[src/hw/rtl/t8cpu_pkg.sv]
// Package for the tiny 8-bit CPU execute unit: opcodes, error codes, sizes,
// controller/datapath command and status structs. No dependencies.
package t8cpu_pkg;

    localparam int MEM_DEPTH   = 64;
    localparam int STACK_DEPTH = 8;
    localparam int NUM_REGS    = 8;
    localparam int MEM_AW      = $clog2(MEM_DEPTH);
    localparam int SP_W        = $clog2(STACK_DEPTH + 1);
    localparam int STK_AW      = (STACK_DEPTH > 1) ? $clog2(STACK_DEPTH) : 1;

    localparam logic [4:0] OP_MOVRR   = 5'd0;
    localparam logic [4:0] OP_MOVIMM  = 5'd1;
    localparam logic [4:0] OP_MOVIND  = 5'd2;
    localparam logic [4:0] OP_RESET   = 5'd3;
    localparam logic [4:0] OP_ADD     = 5'd4;
    localparam logic [4:0] OP_SUB     = 5'd5;
    localparam logic [4:0] OP_MUL     = 5'd6;
    localparam logic [4:0] OP_DIV     = 5'd7;
    localparam logic [4:0] OP_INC     = 5'd8;
    localparam logic [4:0] OP_DEC     = 5'd9;
    localparam logic [4:0] OP_SHL     = 5'd10;
    localparam logic [4:0] OP_SHR     = 5'd11;
    localparam logic [4:0] OP_ROL     = 5'd12;
    localparam logic [4:0] OP_ROR     = 5'd13;
    localparam logic [4:0] OP_INPUT   = 5'd14;
    localparam logic [4:0] OP_DISPLAY = 5'd15;
    localparam logic [4:0] OP_LDD     = 5'd16;
    localparam logic [4:0] OP_LDI     = 5'd17;
    localparam logic [4:0] OP_STD     = 5'd18;
    localparam logic [4:0] OP_STI     = 5'd19;
    localparam logic [4:0] OP_PUSH    = 5'd20;
    localparam logic [4:0] OP_POP     = 5'd21;

    localparam logic [2:0] ERR_NONE        = 3'd0;
    localparam logic [2:0] ERR_STACK_OVER  = 3'd1;
    localparam logic [2:0] ERR_STACK_UNDER = 3'd2;
    localparam logic [2:0] ERR_DIV_ZERO    = 3'd3;
    localparam logic [2:0] ERR_BAD_ADDR    = 3'd4;

    // controller -> datapath
    typedef struct packed {
        logic capture;     // latch instruction, read operands
        logic div_start;   // launch divider
        logic commit;      // write back results
        logic clear_step;  // memory clear sweep write
    } dp_cmd_t;

    // datapath -> controller
    typedef struct packed {
        logic is_div;
        logic div_busy;
        logic clear_done;
    } dp_stat_t;

endpackage

[src/hw/rtl/t8cpu_ram.sv]
// Generic single-port RAM with registered read.
// No dependencies.
module t8cpu_ram #(
    parameter int WIDTH = 8,
    parameter int DEPTH = 64
) (
    input  logic                     clk,
    input  logic                     we,
    input  logic [$clog2(DEPTH)-1:0] addr,
    input  logic [WIDTH-1:0]         wdata,
    output logic [WIDTH-1:0]         rdata
);
    logic [WIDTH-1:0] mem [DEPTH];

    always_ff @(posedge clk)
    begin
        if (we)
        begin
            mem[addr] <= wdata;
        end
        rdata <= mem[addr];
    end
endmodule

[src/hw/rtl/t8cpu_div.sv]
// Restoring signed divider, one quotient bit per cycle, C truncation.
// Dividend is 8-bit signed, divisor 16-bit signed. Depends on nothing.
module t8cpu_div (
    input  logic               clk,
    input  logic               rst_n,
    input  logic               start,
    input  logic signed [7:0]  dividend,
    input  logic signed [15:0] divisor,
    output logic               busy,
    output logic signed [8:0]  quotient
);
    logic [3:0]  cnt_reg;
    logic [7:0]  q_reg;
    logic [16:0] rem_reg;
    logic [15:0] dvs_reg;
    logic        neg_reg;
    logic [16:0] trial;

    assign trial    = {rem_reg[15:0], q_reg[7]} - {1'b0, dvs_reg};
    assign busy     = (cnt_reg != 4'd0);
    assign quotient = neg_reg ? -$signed({1'b0, q_reg}) : $signed({1'b0, q_reg});

    always_ff @(posedge clk or negedge rst_n)
    begin
        if (!rst_n)
        begin
            cnt_reg <= 4'd0;
        end
        else if (start)
        begin
            cnt_reg <= 4'd8;
        end
        else if (busy)
        begin
            cnt_reg <= cnt_reg - 4'd1;
        end
    end

    // one shift-subtract step per cycle, quotient bits enter at the bottom
    always_ff @(posedge clk)
    begin
        if (start)
        begin
            q_reg   <= dividend[7] ? 8'(-dividend) : dividend;
            rem_reg <= 17'd0;
            dvs_reg <= divisor[15] ? 16'(-divisor) : divisor;
            neg_reg <= dividend[7] ^ divisor[15];
        end
        else if (busy)
        begin
            if (!trial[16])
            begin
                rem_reg <= trial;
                q_reg   <= {q_reg[6:0], 1'b1};
            end
            else
            begin
                rem_reg <= {rem_reg[15:0], q_reg[7]};
                q_reg   <= {q_reg[6:0], 1'b0};
            end
        end
    end
endmodule

[src/hw/rtl/t8cpu_datapath.sv]
// Datapath: register file, flags, data memory, stack, PC, ALU, divider.
// Depends on t8cpu_pkg, t8cpu_ram, t8cpu_div.
module t8cpu_datapath
    import t8cpu_pkg::*;
(
    input  logic               clk,
    input  logic               rst_n,
    input  dp_cmd_t            cmd,
    output dp_stat_t           stat,
    input  logic [4:0]         op,
    input  logic [2:0]         dest_reg,
    input  logic [2:0]         src_reg,
    input  logic               use_imm,
    input  logic signed [15:0] imm,
    input  logic [7:0]         mem_addr,
    input  logic [3:0]         shift_amount,
    input  logic [1:0]         flag_select,
    input  logic signed [15:0] input_value,
    output logic               display_valid,
    output logic signed [7:0]  display_value,
    output logic               carry_flag,
    output logic               zero_flag,
    output logic               overflow_flag,
    output logic               underflow_flag,
    output logic [2:0]         error_code,
    output logic               halted,
    output logic [15:0]        program_counter
);
    // captured instruction
    logic [4:0]         op_reg;
    logic [2:0]         rd_reg;
    logic [3:0]         amt_reg;
    logic [1:0]         fsel_reg;
    logic signed [15:0] inval_reg;
    logic signed [15:0] imm_reg;
    logic [7:0]         maddr_reg;
    logic signed [7:0]  a_reg;
    logic signed [15:0] b_reg;
    logic signed [7:0]  ind_reg;

    logic signed [7:0]  rf_reg [NUM_REGS];
    logic [SP_W-1:0]    sp_reg;
    logic [MEM_AW:0]    clr_reg;
    logic               clr_busy;

    // memories
    logic [MEM_AW-1:0]  mem_a;
    logic               mem_we;
    logic [7:0]         mem_wd, mem_rd;
    logic [STK_AW-1:0]  stk_a;
    logic               stk_we;
    logic [7:0]         stk_rd;
    logic signed [8:0]  quo;
    logic               div_busy;

    // executed result; 24 bits hold the widest product and shift
    logic signed [23:0] res;
    logic [8:0]         sum9;
    logic [7:0]         bop;
    logic               set_f, load_cls, wr_rd;
    logic [2:0]         err;
    logic [7:0]         rot;
    logic [2:0]         rn;
    logic               dir_ok, ind_ok;
    logic               show;

    assign dir_ok = (maddr_reg < 8'(MEM_DEPTH));
    assign ind_ok = !ind_reg[7] && ({1'b0, ind_reg[6:0]} < 8'(MEM_DEPTH));
    assign clr_busy = (clr_reg != (MEM_AW+1)'(MEM_DEPTH));
    assign show = !halted && (err == ERR_NONE) && (op_reg == OP_DISPLAY);

    // memory address mux: sweep, load/store
    always_comb
    begin
        mem_we = 1'b0;
        mem_wd = a_reg;
        if (clr_busy)
        begin
            mem_a  = clr_reg[MEM_AW-1:0];
            mem_we = cmd.clear_step;
            mem_wd = 8'd0;
        end
        else if (op_reg == OP_LDD || op_reg == OP_STD)
        begin
            mem_a  = maddr_reg[MEM_AW-1:0];
            mem_we = cmd.commit && (op_reg == OP_STD) && dir_ok && !halted;
        end
        else
        begin
            mem_a  = MEM_AW'(ind_reg[6:0]);
            mem_we = cmd.commit && (op_reg == OP_STI) && ind_ok && !halted;
        end
    end

    always_comb
    begin
        if (op_reg == OP_PUSH)
        begin
            stk_a = STK_AW'(sp_reg);
        end
        else
        begin
            stk_a = STK_AW'(sp_reg - SP_W'(1));
        end
    end
    assign stk_we = cmd.commit && !halted && (op_reg == OP_PUSH)
                    && (sp_reg < SP_W'(STACK_DEPTH));

    t8cpu_ram #(.WIDTH(8), .DEPTH(MEM_DEPTH)) u_mem (
        .clk(clk), .we(mem_we), .addr(mem_a), .wdata(mem_wd), .rdata(mem_rd)
    );
    t8cpu_ram #(.WIDTH(8), .DEPTH(STACK_DEPTH)) u_stk (
        .clk(clk), .we(stk_we), .addr(stk_a), .wdata(a_reg), .rdata(stk_rd)
    );
    t8cpu_div u_div (
        .clk(clk), .rst_n(rst_n), .start(cmd.div_start), .dividend(a_reg),
        .divisor(b_reg), .busy(div_busy), .quotient(quo)
    );

    assign stat.is_div     = (op_reg == OP_DIV);
    assign stat.div_busy   = div_busy;
    assign stat.clear_done = !clr_busy;

    // rotate
    always_comb
    begin
        rn = amt_reg[2:0];
        if (op_reg == OP_ROL)
        begin
            rot = 8'({a_reg, a_reg} >> (4'd8 - {1'b0, rn}));
        end
        else
        begin
            rot = 8'({a_reg, a_reg} >> rn);
        end
    end

    // ALU: full-width result plus CF operand sum
    always_comb
    begin
        res      = 24'sd0;
        bop      = 8'd0;
        set_f    = 1'b0;
        load_cls = 1'b0;
        wr_rd    = 1'b0;
        err      = ERR_NONE;
        case (op_reg)
            OP_MOVRR:
            begin
                res = 24'(b_reg); load_cls = 1'b1; wr_rd = 1'b1;
            end
            OP_MOVIMM:
            begin
                res = 24'(imm_reg); load_cls = 1'b1; wr_rd = 1'b1;
            end
            OP_MOVIND, OP_LDI:
            begin
                if (!ind_ok) err = ERR_BAD_ADDR;
                res = 24'($signed(mem_rd)); load_cls = 1'b1; wr_rd = 1'b1;
            end
            OP_LDD:
            begin
                if (!dir_ok) err = ERR_BAD_ADDR;
                res = 24'($signed(mem_rd)); load_cls = 1'b1; wr_rd = 1'b1;
            end
            OP_ADD:
            begin
                res = 24'(a_reg) + 24'(b_reg); bop = b_reg[7:0];
                set_f = 1'b1; wr_rd = 1'b1;
            end
            OP_SUB:
            begin
                res = 24'(a_reg) - 24'(b_reg); bop = 8'(-b_reg[7:0]);
                set_f = 1'b1; wr_rd = 1'b1;
            end
            OP_MUL:
            begin
                res = 24'(a_reg) * 24'(b_reg); bop = b_reg[7:0];
                set_f = 1'b1; wr_rd = 1'b1;
            end
            OP_DIV:
            begin
                if (b_reg == 16'sd0) err = ERR_DIV_ZERO;
                res = 24'(quo); bop = b_reg[7:0];
                set_f = 1'b1; wr_rd = 1'b1;
            end
            OP_INC:
            begin
                res = 24'(a_reg) + 24'sd1; bop = 8'd1; set_f = 1'b1; wr_rd = 1'b1;
            end
            OP_DEC:
            begin
                res = 24'(a_reg) - 24'sd1; bop = 8'hFF; set_f = 1'b1; wr_rd = 1'b1;
            end
            OP_SHL:
            begin
                // count up to 15 still fits: |a| * 2^15 <= 2^22
                res = 24'(a_reg) <<< amt_reg;
                set_f = 1'b1; wr_rd = 1'b1;
            end
            OP_SHR:
            begin
                res = 24'({1'b0, a_reg} >> amt_reg); set_f = 1'b1; wr_rd = 1'b1;
            end
            OP_ROL, OP_ROR:
            begin
                res = 24'($signed(rot)); set_f = 1'b1; wr_rd = 1'b1;
            end
            OP_INPUT:
            begin
                if (inval_reg > 16'sd127) res = 24'sd127;
                else if (inval_reg < -16'sd128) res = -24'sd128;
                else res = 24'(inval_reg);
                load_cls = 1'b1; wr_rd = 1'b1;
            end
            OP_STD:
            begin
                if (!dir_ok) err = ERR_BAD_ADDR;
            end
            OP_STI:
            begin
                if (!ind_ok) err = ERR_BAD_ADDR;
            end
            OP_PUSH:
            begin
                if (sp_reg >= SP_W'(STACK_DEPTH)) err = ERR_STACK_OVER;
            end
            OP_POP:
            begin
                if (sp_reg == SP_W'(0)) err = ERR_STACK_UNDER;
                res = 24'($signed(stk_rd)); load_cls = 1'b1; wr_rd = 1'b1;
            end
            default:
            begin
                res = 24'sd0;
            end
        endcase
    end
    assign sum9 = {1'b0, a_reg} + {1'b0, bop};

    // control registers: sweep pointer, stack count, PC, flags, error, halt, display, register file
    always_ff @(posedge clk or negedge rst_n)
    begin
        if (!rst_n)
        begin
            clr_reg         <= '0;
            sp_reg          <= '0;
            program_counter <= 16'd0;
            carry_flag      <= 1'b0;
            zero_flag       <= 1'b0;
            overflow_flag   <= 1'b0;
            underflow_flag  <= 1'b0;
            error_code      <= ERR_NONE;
            halted          <= 1'b0;
            display_valid   <= 1'b0;
            display_value   <= 8'sd0;
            for (int i = 0; i < NUM_REGS; i++) rf_reg[i] <= 8'sd0;
        end
        else
        begin
            if (cmd.clear_step && clr_busy)
            begin
                clr_reg <= clr_reg + 1'b1;
            end
            if (cmd.commit)
            begin
                display_valid <= show;
                display_value <= show ? a_reg : 8'sd0;
                if (!halted)
                begin
                    if (err != ERR_NONE)
                    begin
                        error_code <= err;
                        halted     <= 1'b1;
                    end
                    else
                    begin
                        program_counter <= program_counter + 16'd1;
                        if (wr_rd) rf_reg[rd_reg] <= res[7:0];
                        if (set_f || load_cls)
                        begin
                            zero_flag      <= (res[7:0] == 8'd0);
                            overflow_flag  <= set_f | (op_reg == OP_MOVIMM) ? (res > 24'sd127) : 1'b0;
                            underflow_flag <= set_f | (op_reg == OP_MOVIMM) ? (res < -24'sd128) : 1'b0;
                            carry_flag     <= set_f ? sum9[8] : 1'b0;
                        end
                        if (op_reg == OP_RESET)
                        begin
                            case (fsel_reg)
                                2'd0: carry_flag <= 1'b0;
                                2'd1: zero_flag <= 1'b0;
                                2'd2: overflow_flag <= 1'b0;
                                default: underflow_flag <= 1'b0;
                            endcase
                        end
                        if (op_reg == OP_PUSH) sp_reg <= sp_reg + SP_W'(1);
                        if (op_reg == OP_POP)  sp_reg <= sp_reg - SP_W'(1);
                    end
                end
            end
        end
    end

    // operand capture
    always_ff @(posedge clk)
    begin
        if (cmd.capture)
        begin
            op_reg    <= op;
            rd_reg    <= dest_reg;
            amt_reg   <= shift_amount;
            fsel_reg  <= flag_select;
            inval_reg <= input_value;
            imm_reg   <= imm;
            maddr_reg <= mem_addr;
            a_reg     <= rf_reg[dest_reg];
            ind_reg   <= rf_reg[src_reg];
            if (op == OP_MOVRR) b_reg <= 16'(rf_reg[src_reg]);
            else b_reg <= use_imm ? imm : 16'(rf_reg[src_reg]);
        end
    end
endmodule

[src/hw/rtl/t8cpu_ctrl.sv]
// Controller FSM: memory clear, handshake, memory read slot, divider wait, commit, result hold.
// Depends on t8cpu_pkg.
module t8cpu_ctrl
    import t8cpu_pkg::*;
(
    input  logic     clk,
    input  logic     rst_n,
    input  logic     in_valid,
    output logic     in_stall,
    output logic     out_valid,
    input  logic     out_stall,
    output dp_cmd_t  cmd,
    input  dp_stat_t stat
);
    typedef enum logic [2:0] {S_CLEAR, S_IDLE, S_READ, S_DIV, S_EXEC, S_OUT} state_t;
    state_t state_reg;

    assign in_stall = (state_reg != S_IDLE);

    always_comb
    begin
        cmd.capture    = (state_reg == S_IDLE) && in_valid;
        cmd.div_start  = (state_reg == S_READ) && stat.is_div;
        cmd.commit     = (state_reg == S_EXEC);
        cmd.clear_step = (state_reg == S_CLEAR);
    end

    always_ff @(posedge clk or negedge rst_n)
    begin
        if (!rst_n)
        begin
            state_reg <= S_CLEAR;
            out_valid <= 1'b0;
        end
        else
        begin
            case (state_reg)
                S_CLEAR: if (stat.clear_done) state_reg <= S_IDLE;
                S_IDLE:  if (in_valid) state_reg <= S_READ;
                S_READ:  state_reg <= stat.is_div ? S_DIV : S_EXEC;
                S_DIV:   if (!stat.div_busy) state_reg <= S_EXEC;
                S_EXEC:
                begin
                    state_reg <= S_OUT;
                    out_valid <= 1'b1;
                end
                S_OUT:
                begin
                    if (!out_stall)
                    begin
                        out_valid <= 1'b0;
                        state_reg <= S_IDLE;
                    end
                end
                default: state_reg <= S_IDLE;
            endcase
        end
    end

    a_stall_idle: assert property (@(posedge clk) disable iff (!rst_n)
        in_stall == (state_reg != S_IDLE)) else $error("stall mismatch");
    a_out_after_exec: assert property (@(posedge clk) disable iff (!rst_n)
        $rose(out_valid) |-> $past(state_reg) == S_EXEC) else $error("bad out");
    a_no_cap_busy: assert property (@(posedge clk) disable iff (!rst_n)
        out_valid |-> !cmd.capture) else $error("capture while busy");
endmodule

[src/hw/rtl/tiny_8bit_cpu_execute_unit.sv]
// Top level of the tiny 8-bit CPU execute unit.
// Depends on t8cpu_pkg, t8cpu_ctrl, t8cpu_datapath.
//
//  channel | handshake             | payload
//  in      | in_valid / in_stall   | op .. input_value
//  out     | out_valid / out_stall | display_valid .. program_counter
//
// Flow: each transaction passes the capture, memory read, commit and result
// states; div adds a wait while the serial divider runs one quotient bit per cycle.
// Reset: a clearing pass over all MEM_DEPTH (64) words zeroes the data
// memory, and in_stall stays high until it is done. One transaction in flight
// at a time; out_stall holds the result and the input stays stalled.
module tiny_8bit_cpu_execute_unit
    import t8cpu_pkg::*;
(
    input  logic               clk,
    input  logic               rst_n,
    input  logic               in_valid,
    output logic               in_stall,
    input  logic [4:0]         op,
    input  logic [2:0]         dest_reg,
    input  logic [2:0]         src_reg,
    input  logic               use_imm,
    input  logic signed [15:0] imm,
    input  logic [7:0]         mem_addr,
    input  logic [3:0]         shift_amount,
    input  logic [1:0]         flag_select,
    input  logic signed [15:0] input_value,
    output logic               out_valid,
    input  logic               out_stall,
    output logic               display_valid,
    output logic signed [7:0]  display_value,
    output logic               carry_flag,
    output logic               zero_flag,
    output logic               overflow_flag,
    output logic               underflow_flag,
    output logic [2:0]         error_code,
    output logic               halted,
    output logic [15:0]        program_counter
);
    dp_cmd_t  cmd;
    dp_stat_t stat;

    t8cpu_ctrl u_ctrl (
        .clk(clk), .rst_n(rst_n), .in_valid(in_valid), .in_stall(in_stall),
        .out_valid(out_valid), .out_stall(out_stall), .cmd(cmd), .stat(stat)
    );

    t8cpu_datapath u_dp (
        .clk(clk), .rst_n(rst_n), .cmd(cmd), .stat(stat),
        .op(op), .dest_reg(dest_reg), .src_reg(src_reg), .use_imm(use_imm),
        .imm(imm), .mem_addr(mem_addr), .shift_amount(shift_amount),
        .flag_select(flag_select), .input_value(input_value),
        .display_valid(display_valid), .display_value(display_value),
        .carry_flag(carry_flag), .zero_flag(zero_flag),
        .overflow_flag(overflow_flag), .underflow_flag(underflow_flag),
        .error_code(error_code), .halted(halted),
        .program_counter(program_counter)
    );
endmodule
[config.mk]
export PLATFORM = sky130hd
export DESIGN_NAME = tiny_8bit_cpu_execute_unit
export DESIGN_NICKNAME = d
export VERILOG_FILES = /design/src/hw/rtl/t8cpu_pkg.sv /design/src/hw/rtl/t8cpu_ram.sv /design/src/hw/rtl/t8cpu_div.sv /design/src/hw/rtl/t8cpu_datapath.sv /design/src/hw/rtl/t8cpu_ctrl.sv /design/src/hw/rtl/tiny_8bit_cpu_execute_unit.sv
export SDC_FILE = /design/constraint.sdc
export NUM_CORES = 2
export LEC_CHECK = 0
export ABC_AREA = 1
export BUFFER_PORTS_ARGS = -buffer_cell sky130_fd_sc_hd__buf_2
export CAP_MARGIN = 25
export CORE_MARGIN = 5
export CORE_UTILIZATION = 57
export CTS_BUF_LIST = sky130_fd_sc_hd__clkbuf_4 sky130_fd_sc_hd__clkbuf_8 sky130_fd_sc_hd__clkbuf_16
export DETAILED_ROUTE_END_ITERATION = 16
export PLACE_DENSITY_LB_ADDON = 0.1
export SYNTH_ARGS = -nofsm -noshare
export SYNTH_HDL_FRONTEND = slang
export SYNTH_SLANG_ARGS = --single-unit
[constraint.sdc]
create_clock -name clk -period 6.5 [get_ports clk]
set_input_delay 0.65 -clock clk [delete_from_list [all_inputs] [get_ports clk]]
set_output_delay 0.65 -clock clk [all_outputs]
set_load 0.005 [all_outputs]
==> flow_metrics.tcl <==
set metrics [dict create \
    status "finished clean" \
    io_pins 97 \
    avgViaCountPerCell 5.92 \
    antenna_found_initial 3 \
    busiest_layer "met1" \
    finalNetCount 5112 \
    worstHoldPathType "in2reg" \
    grt_pass1_vias 32793 \
    setup_tns_ns 0 \
    cpMaxStageDelayCell "edfxtp_1" \
    drv_cap 0 \
    ys_types 64 \
    wire_per_inst_um 23.0 \
    path_clk_slew_ns 0.06 \
    grt.met1_usage 0.487 \
    root_buffer "clkbuf_16" \
    synth-seq-cells 835 \
    grtUsageMet3 0.0773 \
    post-route-cell-area_sq_um 49200 \
    dieWidth_um 290 \
    finalCritPeriodShare 0.906 \
    syn_avg_cell_area_sq_um 9.38 \
    ir_drop_uv 432 \
    cts_buffers 89 \
    post-dp-hpwl_mm 95.1 \
    route.detailed.drc 0 \
    dieHeight_um 290 \
    syn_area_sq_um 44600 \
    final_hold_viol_count 0 \
    relSlewSlack 0.239 \
    skew_ns 0.0415 \
    n_fill_cell 6500 \
    worstSetupStartpointType "flop" \
    cts.sinks 835 \
    cts_tree "yes" \
    r2r_slack_ns 0.61 \
    fp-row-count 102 \
    drive_above_1_share 0.0836 \
    tightest_slew_ns 1.13 \
    die-area_sq_um 83900 \
    path_class "reg2reg" \
    dpl_cell_area_sq_um 46200 \
    syn_nets 5036 \
    firstDrtPassIters 6 \
    wl_mm 137 \
    hold_ws_ns 0.154 \
    design.core.area_sq_um 77600 \
    fmax_mhz 170 \
    grt_usage 0.322 \
    grt_util_met2 0.468 \
    endpoint_kind "flop" \
    portBuffers 96 \
    utilization 0.634 \
    cp.buffers_inverters 4 \
    synth_edf_count 687 \
    fin_total_pwr_mw 24.7 \
    largest_reg_flops 512 \
    drtIter0Drc 4494 \
    crit_fanout 12 \
    clockBufferDepth 3 \
    cts_max_level 3 \
    insertedDiodeCount 0 \
    final_antenna_net_count 0 \
    area_growth_pct 10.4 \
    gp_congestion 1.02 \
    yosys_warnings 0 \
    cp_top_family "adder cells" \
    period_needed_ns 5.89 \
    grt_pass1_wl_mm 203 \
    p_leak_nw 21.2 \
    initial_core_util 0.575 \
    critical_path.max_stage_delay_ns 0.72 \
    vias 35207 \
    synth-main-ff-cell "edfxtp_1" \
    cts-resized-gates 0 \
    synthArstFlopShare 0.139 \
    setup_violations 0 \
    grt_setup_unrepaired "no" \
    cp_data_required_time_ns 7.03 \
    grt_overflow 0 \
    crit_arrival_ns 6.42 \
    cpMostUsedCell "nand2_1" \
    grt_max_degree 65 \
    powerDensity_nw_per_um2 503 \
    clk_latency_ns 0.68 \
    syn_inst 4755 \
    seq_area_frac_synth 0.542 \
    slew_violations 0 \
]
==> per-stage QoR <==
stage | cells | setup slack [ns]
4_1_cts | 5947 | 0.727
5_1_grt | 5947 | 0.281
3_5_place_dp | 5779 | 0.774
2_1_floorplan | 4755 | 0.936
6_report | 5947 | 0.610
3_3_place_gp | 5778 | 0.788
==> routing by layer <==
| metal | vias up | share of wire |
|---|---|---|
| li1 | 16118 | - |
| met1 | 16847 | 0.43 |
| met2 | 1938 | 0.43 |
| met3 | 302 | 0.12 |
| met4 | 2 | 0.033 |
| met5 | - | 0.000095 |
==> synth_stat cells (all sizes together), types with 39 or more instances <==
master | count | area [sq um]
a22oi | 43 | 323
edfxtp | 687 | 20600
fa | 106 | 2120
a21oi | 181 | 906
buf | 68 | 352
nand2 | 1231 | 4670
nand4 | 87 | 551
clkbuf | 98 | 368
nor2 | 435 | 1740
inv | 648 | 2430
nand3 | 215 | 1130
o21ai | 345 | 1730
dfrtp | 116 | 2900
nor3 | 45 | 275
xor2 | 39 | 342
ha | 113 | 1410
==> power by group <==
part / total (mW) / switching, mW / internal, mW
registers: 6.78 / 0.440 / 6.34
clock network: 5.19 / 2.23 / 2.96
logic: 12.8 / 8.71 / 4.07
==> final cells by class <==
type / count / area [sq um] / share of cell area
flip-flops and latches: 835 / 24200 / 0.491
multi-input cells: 3098 / 17300 / 0.352
inverters: 656 / 2460 / 0.0500
clock buffers: 112 / 2440 / 0.0496
well taps: 1040 / 1300 / 0.0264
repair buffers: 151 / 927 / 0.0188
clock inverters: 55 / 599 / 0.0122
==> placed cells by master, fill, tap and decap left out, types with 18 or more instances in the layout <==
master        n
nand2_1    1219
edfxtp_1    687
inv_1       615
nor2_1      402
o21ai_0     320
nand3_1     206
a21oi_1     181
dfrtp_1     116
ha_1        113
fa_1        106
buf_2        95
clkbuf_16    89
nand4_1      86
buf_4        52
a22oi_1      43
xor2_1       39
nor3_1       35
inv_2        32
a22o_1       32
a221oi_1     32
dfxtp_1      32
o21ai_1      24
o2111ai_1    24
xnor2_1      22
clkinv_1     21
a31oi_1      21
clkinv_2     19
nor2_4       18
==> final timing paths <==
| kind | to | startpoint | cells after the start |
|---|---|---|---|
| max | u_dp.underflow_flag | u_dp.b_reg[7] | 28 |
| min | u_dp.maddr_reg[3] | mem_addr[3] | 1 |
| max reg2reg | u_dp.underflow_flag | u_dp.b_reg[7] | 28 |
| min reg2reg | u_dp.program_counter[15] | u_dp.program_counter[15] | 1 |
| max in group asynchronous | u_dp.rf_reg[49] | rst_n | 3 |
| min in group asynchronous | u_dp.program_counter[3] | rst_n | 2 |
==> repair_timing <==
action,CTS,global route
hold buffers,1,0
buffers inserted,0,0
hold endpoints to repair,3,0
==> logic make-up after synthesis <==
logic type               Yosys count  synth area share
adder cells (fa/ha/maj)          219            0.0793
buffers and inverters            822            0.0713
multiplexers                       2          0.000505
flip-flops                       835             0.542
AO/OA/AOI/OAI                    767             0.102
XOR/XNOR                          61            0.0120
AND/OR/NAND/NOR                 2049             0.193
Note: power is estimated with default switching activity, not from simulation.
